===== src/hdl/ett_pkg.sv =====
// ----------------------------------------------------------------------------
// ett_pkg: shared types and tables of the encoder tone tuner
// Position and value widths, the note and cent factor tables, and the
// classified command that travels from the front end to the back end.
// ----------------------------------------------------------------------------
package ett_pkg;

   localparam int CountWidth = 32;
   localparam int PosWidth   = 30;
   localparam int NoteWidth  = 7;
   localparam int LevelWidth = 9;
   localparam int CentWidth  = 7;
   localparam int FreqWidth  = 29;
   localparam int DivWidth   = 24;
   localparam int ClockWidth = 28;
   localparam int FactWidth  = 17;

   localparam logic [1:0] EV_NONE  = 2'd0;
   localparam logic [1:0] EV_NOTE  = 2'd1;
   localparam logic [1:0] EV_LEVEL = 2'd2;
   localparam logic [1:0] EV_CENT  = 2'd3;

   localparam logic [NoteWidth-1:0]  NoteReset  = 7'd69;
   localparam logic [LevelWidth-1:0] LevelMax   = 9'd256;
   localparam logic [FreqWidth-1:0]  FreqMax    = '1;
   localparam logic [DivWidth-1:0]   DivMin     = 24'd256;
   localparam logic [DivWidth-1:0]   DivMax     = '1;

   // classified poll: which encoder applies and by how much
   typedef struct packed {
      logic [1:0]          event_code;
      logic signed [PosWidth:0] delta;
   } cmd_type;

   // semitone ratios 2^(r/12) in Q1.16
   function automatic logic [16:0] semitone_q16(input logic [3:0] r);
      logic [16:0] v;
      case (r)
         4'd0: v = 17'd65536;   4'd1: v = 17'd69433;   4'd2: v = 17'd73562;
         4'd3: v = 17'd77936;   4'd4: v = 17'd82570;   4'd5: v = 17'd87480;
         4'd6: v = 17'd92682;   4'd7: v = 17'd98193;   4'd8: v = 17'd104031;
         4'd9: v = 17'd110218;  4'd10: v = 17'd116772; default: v = 17'd123715;
      endcase
      return v;
   endfunction

   // note frequency in Q13.16, octave and semitone found by repeated subtraction
   function automatic logic [FreqWidth-1:0] tone_freq_q16(input int m);
      int q;
      int r;
      int sh;
      logic [63:0] v;
      r = m - 69 + 120;
      q = -10;
      for (int k = 0; k < 16; k++) begin
         if (r >= 12) begin
            r = r - 12;
            q = q + 1;
         end
      end
      sh = 16 - q;
      v  = 64'd28835840 * 64'(semitone_q16(4'(r)));
      v  = (v + (64'd1 << (sh - 1))) >> sh;
      return (v > 64'(FreqMax)) ? FreqMax : v[FreqWidth-1:0];
   endfunction

   // cent factor 2^(c/1200) in Q1.16 by truncated series
   // cubic term divided by 6 and quartic by 24 through reciprocal products,
   // exact for the magnitudes that occur here
   function automatic logic [FactWidth-1:0] cent_factor(input int c);
      longint x;
      longint ax;
      longint x2;
      longint p3;
      longint p4;
      longint e;
      x  = longint'(c) * 64'sd620218;
      ax = (x < 0) ? -x : x;
      x2 = (x * x) >>> 30;
      p3 = (x2 * ax) >>> 30;
      p3 = (p3 * 64'sd43691) >>> 18;
      if (x < 0) p3 = -p3;
      p4 = ((x2 * x2) >>> 30) >>> 3;
      p4 = (p4 * 64'sd43691) >>> 17;
      e  = (64'sd1 <<< 30) + x + (x2 >>> 1) + p3 + p4;
      return FactWidth'((e + 64'sd8192) >>> 14);
   endfunction

endpackage


===== src/hdl/ett_if.sv =====
// ----------------------------------------------------------------------------
// ett channel interfaces
// Valid/ready channels for polls, results and the clock register write.
// ----------------------------------------------------------------------------
interface ett_req_if;
   logic                valid;
   logic                ready;
   logic signed [31:0]  tone_enc_count;
   logic signed [31:0]  level_enc_count;
   logic signed [31:0]  cent_enc_count;
   modport source (output valid, tone_enc_count, level_enc_count, cent_enc_count,
                   input ready);
   modport sink   (input valid, tone_enc_count, level_enc_count, cent_enc_count,
                   output ready);
endinterface

interface ett_rsp_if;
   logic               valid;
   logic               ready;
   logic [1:0]         event_code;
   logic [6:0]         note_number;
   logic [8:0]         level;
   logic signed [6:0]  cents;
   logic [28:0]        freq_q16;
   logic [23:0]        clock_divider_q8;
   modport source (output valid, event_code, note_number, level, cents, freq_q16,
                   clock_divider_q8, input ready);
   modport sink   (input valid, event_code, note_number, level, cents, freq_q16,
                   clock_divider_q8, output ready);
endinterface

interface ett_csr_if;
   logic        valid;
   logic        ready;
   logic [27:0] data;
   modport source (output valid, data, input ready);
   modport sink   (input valid, data, output ready);
endinterface


===== src/hdl/ett_front.sv =====
// ----------------------------------------------------------------------------
// ett_front: poll classifier
// Converts counts to detent positions, keeps the previous positions and
// picks the highest-numbered encoder that moved with its signed delta.
// ----------------------------------------------------------------------------
module ett_front (
   input  logic                       clock,
   input  logic                       reset,
   ett_req_if.sink                    req,
   output logic                       cmd_valid,
   input  logic                       cmd_ready,
   output ett_pkg::cmd_type           cmd
);
   import ett_pkg::*;

   logic [PosWidth-1:0] prev_ff [3];
   logic [PosWidth-1:0] prev_in [3];
   logic [PosWidth-1:0] np [3];
   logic                moved [3];
   logic [1:0]          sel;
   logic [PosWidth-1:0] sel_new, sel_old;

   assign np[0] = req.tone_enc_count[CountWidth-1:2];
   assign np[1] = req.level_enc_count[CountWidth-1:2];
   assign np[2] = req.cent_enc_count[CountWidth-1:2];

   assign req.ready = cmd_ready;
   assign cmd_valid = req.valid;

   // choose the highest-numbered encoder that moved
   always_comb begin
      sel     = EV_NONE;
      sel_new = '0;
      sel_old = '0;
      for (int k = 0; k < 3; k++) begin
         moved[k]   = np[k] != prev_ff[k];
         prev_in[k] = np[k];
         if (moved[k]) begin
            sel     = 2'(k + 1);
            sel_new = np[k];
            sel_old = prev_ff[k];
         end
      end
      cmd.event_code = sel;
      cmd.delta = $signed({sel_new[PosWidth-1], sel_new})
                - $signed({sel_old[PosWidth-1], sel_old});
   end

   // position history
   always_ff @(posedge clock) begin
      if (reset) begin
         for (int k = 0; k < 3; k++) prev_ff[k] <= '0;
      end else if (req.valid && req.ready) begin
         prev_ff <= prev_in;
      end
   end

endmodule


===== src/hdl/ett_fifo.sv =====
// ----------------------------------------------------------------------------
// ett_fifo: command queue
// Two-entry queue that decouples the classifier from the back end.
// ----------------------------------------------------------------------------
module ett_fifo (
   input  logic                 clock,
   input  logic                 reset,
   input  logic                 in_valid,
   output logic                 in_ready,
   input  ett_pkg::cmd_type     in_cmd,
   output logic                 out_valid,
   input  logic                 out_ready,
   output ett_pkg::cmd_type     out_cmd
);
   import ett_pkg::*;

   cmd_type    mem_ff [2];
   logic       wp_ff, rp_ff, wp_in, rp_in;
   logic [1:0] cnt_ff, cnt_in;
   logic       push, pop;

   assign in_ready  = cnt_ff != 2'd2;
   assign out_valid = cnt_ff != 2'd0;
   assign out_cmd   = mem_ff[rp_ff];
   assign push      = in_valid && in_ready;
   assign pop       = out_valid && out_ready;

   // pointer update
   always_comb begin
      wp_in  = push ? ~wp_ff : wp_ff;
      rp_in  = pop ? ~rp_ff : rp_ff;
      cnt_in = cnt_ff + 2'(push) - 2'(pop);
   end

   always_ff @(posedge clock) begin
      if (reset) begin
         wp_ff  <= 1'b0;
         rp_ff  <= 1'b0;
         cnt_ff <= '0;
      end else begin
         wp_ff  <= wp_in;
         rp_ff  <= rp_in;
         cnt_ff <= cnt_in;
      end
   end

   // storage
   always_ff @(posedge clock) begin
      if (push) mem_ff[wp_ff] <= in_cmd;
   end

endmodule


===== src/hdl/ett_back.sv =====
// ----------------------------------------------------------------------------
// ett_back: value update and tone arithmetic
// Applies the step with wraparound, looks up the tables, multiplies and runs
// a restoring divider for the sample clock divider.
// ----------------------------------------------------------------------------
module ett_back #(
   parameter int SAMPLES_PER_PERIOD = 125,
   parameter int NOTE_LOW           = 21,
   parameter int NOTE_HIGH          = 108,
   parameter int CENT_SPAN          = 50
) (
   input  logic                       clock,
   input  logic                       reset,
   input  logic                       cmd_valid,
   output logic                       cmd_ready,
   input  ett_pkg::cmd_type           cmd,
   input  logic [ett_pkg::ClockWidth-1:0] sys_clock_hz,
   ett_rsp_if.source                  rsp
);
   import ett_pkg::*;

   localparam int NoteCount = NOTE_HIGH - NOTE_LOW + 1;
   localparam int CentCount = 2 * CENT_SPAN + 1;
   localparam int NumW  = ClockWidth + 24;   // dividend width
   localparam int DenW  = FreqWidth + 11;    // samples * freq
   localparam int CntW  = $clog2(NumW + 1);

   typedef enum logic [4:0] {
      ST_IDLE = 5'b00001,
      ST_LOOK = 5'b00010,
      ST_MUL  = 5'b00100,
      ST_DIV  = 5'b01000,
      ST_OUT  = 5'b10000
   } state_type;

   state_type state_ff, state_in;
   logic [NoteWidth-1:0]         note_ff, note_in;
   logic [LevelWidth-1:0]        level_ff, level_in;
   logic signed [CentWidth-1:0]  cent_ff, cent_in;
   logic [1:0]                   ev_ff, ev_in;
   logic [FreqWidth-1:0]         nf_ff, nf_in;
   logic [FactWidth-1:0]         cf_ff, cf_in;
   logic [FreqWidth-1:0]         freq_ff, freq_in;
   logic [DenW-1:0]              den_ff, den_in;
   logic [NumW-1:0]              quo_ff, quo_in;
   logic [DenW:0]                rem_ff, rem_in;
   logic [CntW-1:0]              cnt_ff, cnt_in;
   logic [DivWidth-1:0]          div_ff, div_in;
   logic                         rsp_valid_ff, rsp_valid_in;

   logic signed [PosWidth+2:0]   sum;
   logic [46:0]                  prod;
   logic [DenW:0]                trial;
   int                           nidx, cidx;

   logic [FreqWidth-1:0]         note_rom [NoteCount];
   logic [FactWidth-1:0]         cent_rom [CentCount];

   // constant tables, evaluated at elaboration
   for (genvar i = 0; i < NoteCount; i++) begin : g_note_rom
      localparam logic [FreqWidth-1:0] Entry = tone_freq_q16(NOTE_LOW + i);
      assign note_rom[i] = Entry;
   end
   for (genvar i = 0; i < CentCount; i++) begin : g_cent_rom
      localparam logic [FactWidth-1:0] Entry = cent_factor(i - CENT_SPAN);
      assign cent_rom[i] = Entry;
   end

   assign cmd_ready   = state_ff == ST_IDLE && !rsp_valid_ff;
   assign rsp.valid   = rsp_valid_ff;
   assign rsp.event_code = ev_ff;
   assign rsp.note_number = note_ff;
   assign rsp.level   = level_ff;
   assign rsp.cents   = cent_ff;
   assign rsp.freq_q16 = freq_ff;
   assign rsp.clock_divider_q8 = div_ff;

   always_comb begin
      state_in = state_ff;
      note_in = note_ff; level_in = level_ff; cent_in = cent_ff; ev_in = ev_ff;
      nf_in = nf_ff; cf_in = cf_ff; freq_in = freq_ff; den_in = den_ff;
      quo_in = quo_ff; rem_in = rem_ff; cnt_in = cnt_ff; div_in = div_ff;
      rsp_valid_in = rsp_valid_ff;
      sum = '0;
      prod = '0;
      trial = '0;
      nidx = int'(note_ff) - NOTE_LOW;
      cidx = int'(cent_ff) + CENT_SPAN;
      if (rsp.valid && rsp.ready) rsp_valid_in = 1'b0;
      unique case (state_ff)
         // apply one step with wraparound
         ST_IDLE: begin
            if (cmd_valid && cmd_ready) begin
               ev_in = cmd.event_code;
               case (cmd.event_code)
                  EV_NOTE: begin
                     sum = (PosWidth+3)'(signed'({1'b0, note_ff})) + (PosWidth+3)'(cmd.delta);
                     if (sum < NOTE_LOW)       note_in = NoteWidth'(NOTE_HIGH);
                     else if (sum > NOTE_HIGH) note_in = NoteWidth'(NOTE_LOW);
                     else                      note_in = sum[NoteWidth-1:0];
                  end
                  EV_LEVEL: begin
                     sum = (PosWidth+3)'(signed'({1'b0, level_ff})) + (PosWidth+3)'(cmd.delta);
                     if (sum < 0)         level_in = LevelMax;
                     else if (sum > 256)  level_in = '0;
                     else                 level_in = sum[LevelWidth-1:0];
                  end
                  EV_CENT: begin
                     sum = (PosWidth+3)'(cent_ff) + (PosWidth+3)'(cmd.delta);
                     if (sum < -CENT_SPAN)     cent_in = CentWidth'(CENT_SPAN);
                     else if (sum > CENT_SPAN) cent_in = CentWidth'(-CENT_SPAN);
                     else                      cent_in = sum[CentWidth-1:0];
                  end
                  default: ;
               endcase
               state_in = ST_LOOK;
            end
         end
         // table lookup
         ST_LOOK: begin
            nf_in = '0;
            cf_in = FactWidth'(65536);
            for (int i = 0; i < NoteCount; i++)
               if (nidx == i) nf_in = note_rom[i];
            for (int i = 0; i < CentCount; i++)
               if (cidx == i) cf_in = cent_rom[i];
            state_in = ST_MUL;
         end
         // frequency product and denominator
         ST_MUL: begin
            prod = 47'(nf_ff) * 47'(cf_ff) + 47'd32768;
            freq_in = (prod[46:16] > 31'(FreqMax)) ? FreqMax : prod[16 +: FreqWidth];
            den_in = DenW'(SAMPLES_PER_PERIOD) * DenW'(freq_in);
            quo_in = {sys_clock_hz, 24'd0};
            rem_in = '0;
            cnt_in = CntW'(NumW);
            state_in = ST_DIV;
         end
         // restoring division, one quotient bit a cycle
         ST_DIV: begin
            if (cnt_ff == '0) begin
               state_in = ST_OUT;
            end else begin
               trial = {rem_ff[DenW-1:0], quo_ff[NumW-1]};
               quo_in = {quo_ff[NumW-2:0], 1'b0};
               if (trial >= {1'b0, den_ff}) begin
                  rem_in = trial - {1'b0, den_ff};
                  quo_in[0] = 1'b1;
               end else begin
                  rem_in = trial;
               end
               cnt_in = cnt_ff - CntW'(1);
            end
         end
         // clamp and present
         ST_OUT: begin
            if (den_ff == '0)                       div_in = DivMax;
            else if (quo_ff < NumW'(DivMin))        div_in = DivMin;
            else if (quo_ff > NumW'(DivMax))        div_in = DivMax;
            else                                    div_in = quo_ff[DivWidth-1:0];
            rsp_valid_in = 1'b1;
            state_in = ST_IDLE;
         end
         default: state_in = ST_IDLE;
      endcase
   end

   always_ff @(posedge clock) begin
      if (reset) begin
         state_ff <= ST_IDLE;
         rsp_valid_ff <= 1'b0;
         note_ff <= NoteReset;
         level_ff <= '0;
         cent_ff <= '0;
      end else begin
         state_ff <= state_in;
         rsp_valid_ff <= rsp_valid_in;
         note_ff <= note_in;
         level_ff <= level_in;
         cent_ff <= cent_in;
      end
   end

   always_ff @(posedge clock) begin
      ev_ff <= ev_in; nf_ff <= nf_in; cf_ff <= cf_in; freq_ff <= freq_in;
      den_ff <= den_in; quo_ff <= quo_in; rem_ff <= rem_in; cnt_ff <= cnt_in;
      div_ff <= div_in;
   end

endmodule


===== src/hdl/encoder_tone_tuner.sv =====
// ----------------------------------------------------------------------------
// encoder_tone_tuner: three-encoder tone tuner
//
//   channel | direction | payload
//   req     | in        | three raw quadrature counts
//   rsp     | out       | event, note, level, cents, freq, divider
//   csr     | in        | system clock in Hz
//
// An accepted poll passes through the queue, then the step, lookup and multiply
// states, a restoring division (52 quotient bits and a closing check) and a
// clamp before its result can be taken. The back end takes no new poll until
// it has finished the last one and its held result has drained; the classifier
// fills a two-entry queue meanwhile. Reset is synchronous, active high; the clock
// register resets to 125 MHz.
// ----------------------------------------------------------------------------
module encoder_tone_tuner #(
   parameter int SAMPLES_PER_PERIOD = 125,
   parameter int NOTE_LOW           = 21,
   parameter int NOTE_HIGH          = 108,
   parameter int CENT_SPAN          = 50
) (
   input  logic       clock,
   input  logic       reset,
   ett_req_if.sink    req,
   ett_rsp_if.source  rsp,
   ett_csr_if.sink    csr
);
   import ett_pkg::*;

   logic                  f_valid, f_ready, b_valid, b_ready;
   cmd_type               f_cmd, b_cmd;
   logic [ClockWidth-1:0] clk_hz_ff;

   // clock register
   assign csr.ready = 1'b1;
   always_ff @(posedge clock) begin
      if (reset) clk_hz_ff <= ClockWidth'(125000000);
      else if (csr.valid) clk_hz_ff <= csr.data;
   end

   ett_front u_front (.clock, .reset, .req, .cmd_valid(f_valid),
      .cmd_ready(f_ready), .cmd(f_cmd));

   ett_fifo u_fifo (.clock, .reset, .in_valid(f_valid), .in_ready(f_ready),
      .in_cmd(f_cmd), .out_valid(b_valid), .out_ready(b_ready), .out_cmd(b_cmd));

   ett_back #(.SAMPLES_PER_PERIOD(SAMPLES_PER_PERIOD), .NOTE_LOW(NOTE_LOW),
      .NOTE_HIGH(NOTE_HIGH), .CENT_SPAN(CENT_SPAN)) u_back (.clock, .reset,
      .cmd_valid(b_valid), .cmd_ready(b_ready), .cmd(b_cmd),
      .sys_clock_hz(clk_hz_ff), .rsp);

endmodule

===== src/flat_wrapper.sv =====
// flat-port wrapper written by rule: the top's interface ports become plain ports
module encoder_tone_tuner_flat import ett_pkg::*;
#(
   parameter int SAMPLES_PER_PERIOD = 125,
   parameter int NOTE_LOW           = 21,
   parameter int NOTE_HIGH          = 108,
   parameter int CENT_SPAN          = 50
)
  (clock, reset, req_valid, req_tone_enc_count, req_level_enc_count, req_cent_enc_count, req_ready, rsp_valid, rsp_event_code, rsp_note_number, rsp_level, rsp_cents, rsp_freq_q16, rsp_clock_divider_q8, rsp_ready, csr_valid, csr_data, csr_ready);
  ett_req_if req_i ();
  ett_rsp_if rsp_i ();
  ett_csr_if csr_i ();
  input  logic clock;
  input  logic reset;
  input wire logic [$bits(req_i.valid)-1:0] req_valid;
  input wire logic [$bits(req_i.tone_enc_count)-1:0] req_tone_enc_count;
  input wire logic [$bits(req_i.level_enc_count)-1:0] req_level_enc_count;
  input wire logic [$bits(req_i.cent_enc_count)-1:0] req_cent_enc_count;
  output wire logic [$bits(req_i.ready)-1:0] req_ready;
  output wire logic [$bits(rsp_i.valid)-1:0] rsp_valid;
  output wire logic [$bits(rsp_i.event_code)-1:0] rsp_event_code;
  output wire logic [$bits(rsp_i.note_number)-1:0] rsp_note_number;
  output wire logic [$bits(rsp_i.level)-1:0] rsp_level;
  output wire logic [$bits(rsp_i.cents)-1:0] rsp_cents;
  output wire logic [$bits(rsp_i.freq_q16)-1:0] rsp_freq_q16;
  output wire logic [$bits(rsp_i.clock_divider_q8)-1:0] rsp_clock_divider_q8;
  input wire logic [$bits(rsp_i.ready)-1:0] rsp_ready;
  input wire logic [$bits(csr_i.valid)-1:0] csr_valid;
  input wire logic [$bits(csr_i.data)-1:0] csr_data;
  output wire logic [$bits(csr_i.ready)-1:0] csr_ready;
  assign req_i.valid = req_valid;
  assign req_i.tone_enc_count = req_tone_enc_count;
  assign req_i.level_enc_count = req_level_enc_count;
  assign req_i.cent_enc_count = req_cent_enc_count;
  assign req_ready = req_i.ready;
  assign rsp_valid = rsp_i.valid;
  assign rsp_event_code = rsp_i.event_code;
  assign rsp_note_number = rsp_i.note_number;
  assign rsp_level = rsp_i.level;
  assign rsp_cents = rsp_i.cents;
  assign rsp_freq_q16 = rsp_i.freq_q16;
  assign rsp_clock_divider_q8 = rsp_i.clock_divider_q8;
  assign rsp_i.ready = rsp_ready;
  assign csr_i.valid = csr_valid;
  assign csr_i.data = csr_data;
  assign csr_ready = csr_i.ready;
  encoder_tone_tuner #(.SAMPLES_PER_PERIOD(SAMPLES_PER_PERIOD), .NOTE_LOW(NOTE_LOW), .NOTE_HIGH(NOTE_HIGH), .CENT_SPAN(CENT_SPAN)) u_core (.clock(clock), .reset(reset), .req(req_i), .rsp(rsp_i), .csr(csr_i));
endmodule

===== config.mk =====
export PLATFORM = sky130hd
export DESIGN_NAME = encoder_tone_tuner_flat
export DESIGN_NICKNAME = d
export VERILOG_FILES = /design/src/hdl/ett_pkg.sv /design/src/hdl/ett_if.sv /design/src/hdl/ett_front.sv /design/src/hdl/ett_fifo.sv /design/src/hdl/ett_back.sv /design/src/hdl/encoder_tone_tuner.sv /design/src/flat_wrapper.sv
export SDC_FILE = /design/constraint.sdc
export NUM_CORES = 2
export LEC_CHECK = 0
export ABC_AREA = 0
export BUFFER_PORTS_ARGS = -buffer_cell sky130_fd_sc_hd__buf_4
export CORE_AREA = 2 2 347 418
export DETAILED_ROUTE_END_ITERATION = 8
export DIE_AREA = 0 0 349 420
export SYNTH_ARGS = -nofsm -noshare
export SYNTH_HDL_FRONTEND = slang
export SYNTH_SLANG_ARGS = --single-unit

===== constraint.sdc =====
create_clock -name clock -period 15.7 [get_ports clock]
set_clock_uncertainty 0.2 [all_clocks]
set_input_delay 2.355 -clock clock [delete_from_list [all_inputs] [get_ports clock]]
set_output_delay 2.355 -clock clock [all_outputs]
set_load 0.01 [all_outputs]

==> impl_metrics.csv <==
group,metric,value,unit
outcome,run_status,"completed",
timing,setup_ws,2.09,ns
synth,synth-main-ff-cell,"edfxtp_1",
final_layout,fin_nets,6765,
worst_setup_path,critPathMaxFanout,14,
clocking,cts.path.max_buffers,3,
worst_setup_path,crit_family,"adder cells",
final_layout,n_fill_cell,14330,
synth,synth-seq-cells,447,
worst_setup_path,crit_buf_inv,6,
die,dieArea,147000,um^2
synth,yosysWarnings,0,
routing,totalWireLength,160,mm
timing,period_minus_slack,13.61,ns
timing,final-max-slew-violation-count,0,
timing,hold_viol_final,0,
worst_setup_path,cp_slowest_cell,"edfxtp_1",
clocking,ctsResizeCount,0,
synth,syn-cell-area,49700,um^2
routing,ant_nets,0,
min_path,hold_depth,2,
global_route,grt_usage,21.7,%
clocking,root_buffer,"clkbuf_16",
worst_setup_path,cp-end-kind,"register",
routing,drc,0,
global_route,grt_max_degree,93,
clocking,cts_hold_buf,0,
synth,synth_cell_types,90,
worst_setup_path,crit_required,15.88,ns
routing,vias,42142,
worst_setup_path,cp_common_cell,"fa_1",
timing,worst_pin_slew,1.11,ns
routing,drtPass1Iterations,7,
synth,syn_inst,5734,
die,io_pins,210,
min_path,hold_start,"u_core.clk_hz_ff[26]$_SDFFE_PP1P_",
worst_setup_path,crit_arrival,13.79,ns
final_layout,area_delta_synth_final,10.4,%
die,die_x,349,um
synth,synth_edf_count,295,
worst_setup_path,critPathKind,"register to register",
timing,setup_viol,0,
global_route,antenna_found_initial,1,
routing,dr.first_iter.drc_count,3511,
timing,finalSetupTns,0,ns
worst_setup_path,r2r_cells,41,
global_route,grt_pass1_wl,248,mm
placement,gp_congestion,0.988,
synth,synthTopCellsByArea,"fa_1 (21%), edfxtp_1 (18%), ha_1 (8.6%)",
clocking,cts_tree,"done",
timing,max_freq,73.5,MHz
worst_setup_path,r2r-start,"u_core.u_back.nf_ff[3]$_SDFFCE_PP0P_",
min_path,hold_path_end,"u_core.clk_hz_ff[26]$_SDFFE_PP1P_",
min_path,hold_class,"register to register",
clocking,insertion_delay,0.65,ns
worst_setup_path,critPathMaxStageDelay,0.91,ns
worst_setup_path,timing.rr.end,"u_core.u_back.den_ff[35]$_DFFE_PP_",
clocking,clkTransAtPathRegs,0.06,ns
clocking,clock_sink_count,447,
synth,avgSynthCellArea,8.66,um^2
global_route,grt_pass1_vias,42431,
routing,wl_per_cell,20.9,um
die,die_height,420,um
placement,pre_cts_slack,2.14,ns
placement,portBuffers,202,
die,initial_core_util,34.9,%
placement,dpl.hpwl,123,mm
worst_setup_path,r2r_setup_slack,2.09,ns
clocking,cts_max_level,2,
synth,ys_seq_area_share,24.0,%
final_layout,drive_gt1_share,7.89,%
flow_run,drv_cap,0,
timing,rsz0062_at_grt,"false",
die,rows,152,
synth,async_flop_share,0,%
synth,synth_top_area_share,20.8,%
clocking,postCtsSetupBuffers,0,
worst_setup_path,cp-start-kind,"register",
routing,vias_per_cell,5.49,
synth,synth_fp_nets,6721,
clocking,cts_buffers,53,
die,core,142000,um^2
synth,synth_top_area_cell,"fa_1",
global_route,overflow,0,
timing,maxSlewHeadroom,25.5,%
timing,fin_crit_sh,86.7,%
worst max-delay path by stage:
stage	startpoint	endpoint	cells past startpoint	slack, ns
4_1_cts	u_core.u_back.nf_ff[3]$_SDFFCE_PP0P_	u_core.u_back.den_ff[35]$_DFFE_PP_	41	2.10
3_5_place_dp	u_core.u_back.nf_ff[3]$_SDFFCE_PP0P_	u_core.u_back.den_ff[35]$_DFFE_PP_	41	2.14
5_1_grt	u_core.u_back.nf_ff[3]$_SDFFCE_PP0P_	u_core.u_back.den_ff[35]$_DFFE_PP_	41	1.22
3_3_place_gp	u_core.u_back.nf_ff[5]$_SDFFCE_PP0P_	u_core.u_back.den_ff[34]$_DFFE_PP_	43	2.16
2_1_floorplan	u_core.u_back.cf_ff[7]$_SDFFCE_PP1P_	u_core.u_back.den_ff[35]$_DFFE_PP_	44	3.29
6_report	u_core.u_back.nf_ff[3]$_SDFFCE_PP0P_	u_core.u_back.den_ff[35]$_DFFE_PP_	41	2.09
stage by stage:
| step | area (um^2) | hold WS, ns | util, % | instances |
|---|---|---|---|---|
| after floorplan | 49700 | 0.240 | - | 5734 |
| after global placement | 53100 | 0.256 | 37.3 | 7571 |
| after detailed placement | 53100 | 0.258 | 37.3 | 7571 |
| after CTS | 54900 | 0.273 | 38.5 | 7669 |
| after global routing | 54900 | 0.294 | 38.5 | 7669 |
| final | 54900 | 0.271 | 38.5 | 7670 |
kinds of logic (layout without fill, tap and decap cells):
family          Yosys count  after routing  synth area share [%]
simple gates           1940           1940                  17.8
other cells               1              2               0.00755
buf+inv                 898            985                  6.85
compound gates         1265           1265                  16.0
mux                      74             74                  1.53
flops                   447            447                  24.0
xor+xnor                251            251                  4.44
fa+ha+maj               858            858                  29.4
flip-flops by register name (all words and copies together) (netlist names), 28 cells and up, named ones only:
register / flops
u_core.u_back.nf_ff: 29
u_core.u_back.rem_ff: 40
u_core.u_fifo.mem_ff: 66
u_core.u_front.prev_ff: 90
u_core.u_back.den_ff: 34
u_core.clk_hz_ff: 28
u_core.u_back.quo_ff: 52
u_core.u_back.rsp.freq_q16: 29
cells in the mapped netlist, types with 69 or more instances:
| cell type | count |
|---|---|
| a21o_1 | 69 |
| a21oi_1 | 406 |
| a22oi_1 | 82 |
| and2_1 | 145 |
| clkbuf_1 | 257 |
| dfxtp_1 | 152 |
| edfxtp_1 | 295 |
| fa_1 | 515 |
| ha_1 | 343 |
| inv_1 | 603 |
| nand2_1 | 865 |
| nand3_1 | 92 |
| nor2_1 | 403 |
| nor3_1 | 94 |
| o21ai_0 | 253 |
| xnor2_1 | 173 |
| xor2_1 | 77 |
cell type report:
type,instances,area (um^2),share of cell area [%]
inverter,606,2270,4.15
antenna,1,2.50,0.00456
sequential,447,11900,21.7
clock inverter,29,355,0.648
clock buffer,69,1410,2.57
tap,1848,2310,4.22
timing repair buffer,281,2110,3.85
multi-input combinational,4389,34500,62.9
tightest hold or removal path, delay by kind of cell, from the launching register on:
family           cells  cell delay, ns
and+or+nand+nor      1            0.05
DFF                  1            0.32
muxes                1            0.06
layout by cell type (no fill, tap or decap), types with 54 or more instances in the layout:
| cell | instances |
|---|---|
| o22ai_1 | 63 |
| dfxtp_1 | 144 |
| mux2i_1 | 59 |
| fa_1 | 515 |
| ha_1 | 343 |
| o21ai_0 | 252 |
| clkbuf_16 | 54 |
| a21oi_1 | 406 |
| edfxtp_1 | 295 |
| a21o_1 | 69 |
| and2_1 | 144 |
| inv_1 | 602 |
| a22oi_1 | 82 |
| buf_4 | 281 |
| nor3_1 | 92 |
| nand2_1 | 865 |
| nand3_1 | 92 |
| nor2_1 | 401 |
| xor2_1 | 76 |
| nand4_1 | 54 |
| xnor2_1 | 172 |
per-layer routing:
metal  up-vias  wire [um]  global-route usage [%]
met5         -         13                       0
met4         2       7930                    9.87
met3       394       8960                    2.84
met2      1456      80700                    38.5
met1     20621      62800                    26.0
li1      19669          -                       -
Power is left out: the tool's default activity adds up to more than one toggle a clock period on the data nets, which glitch-free logic cannot reach.
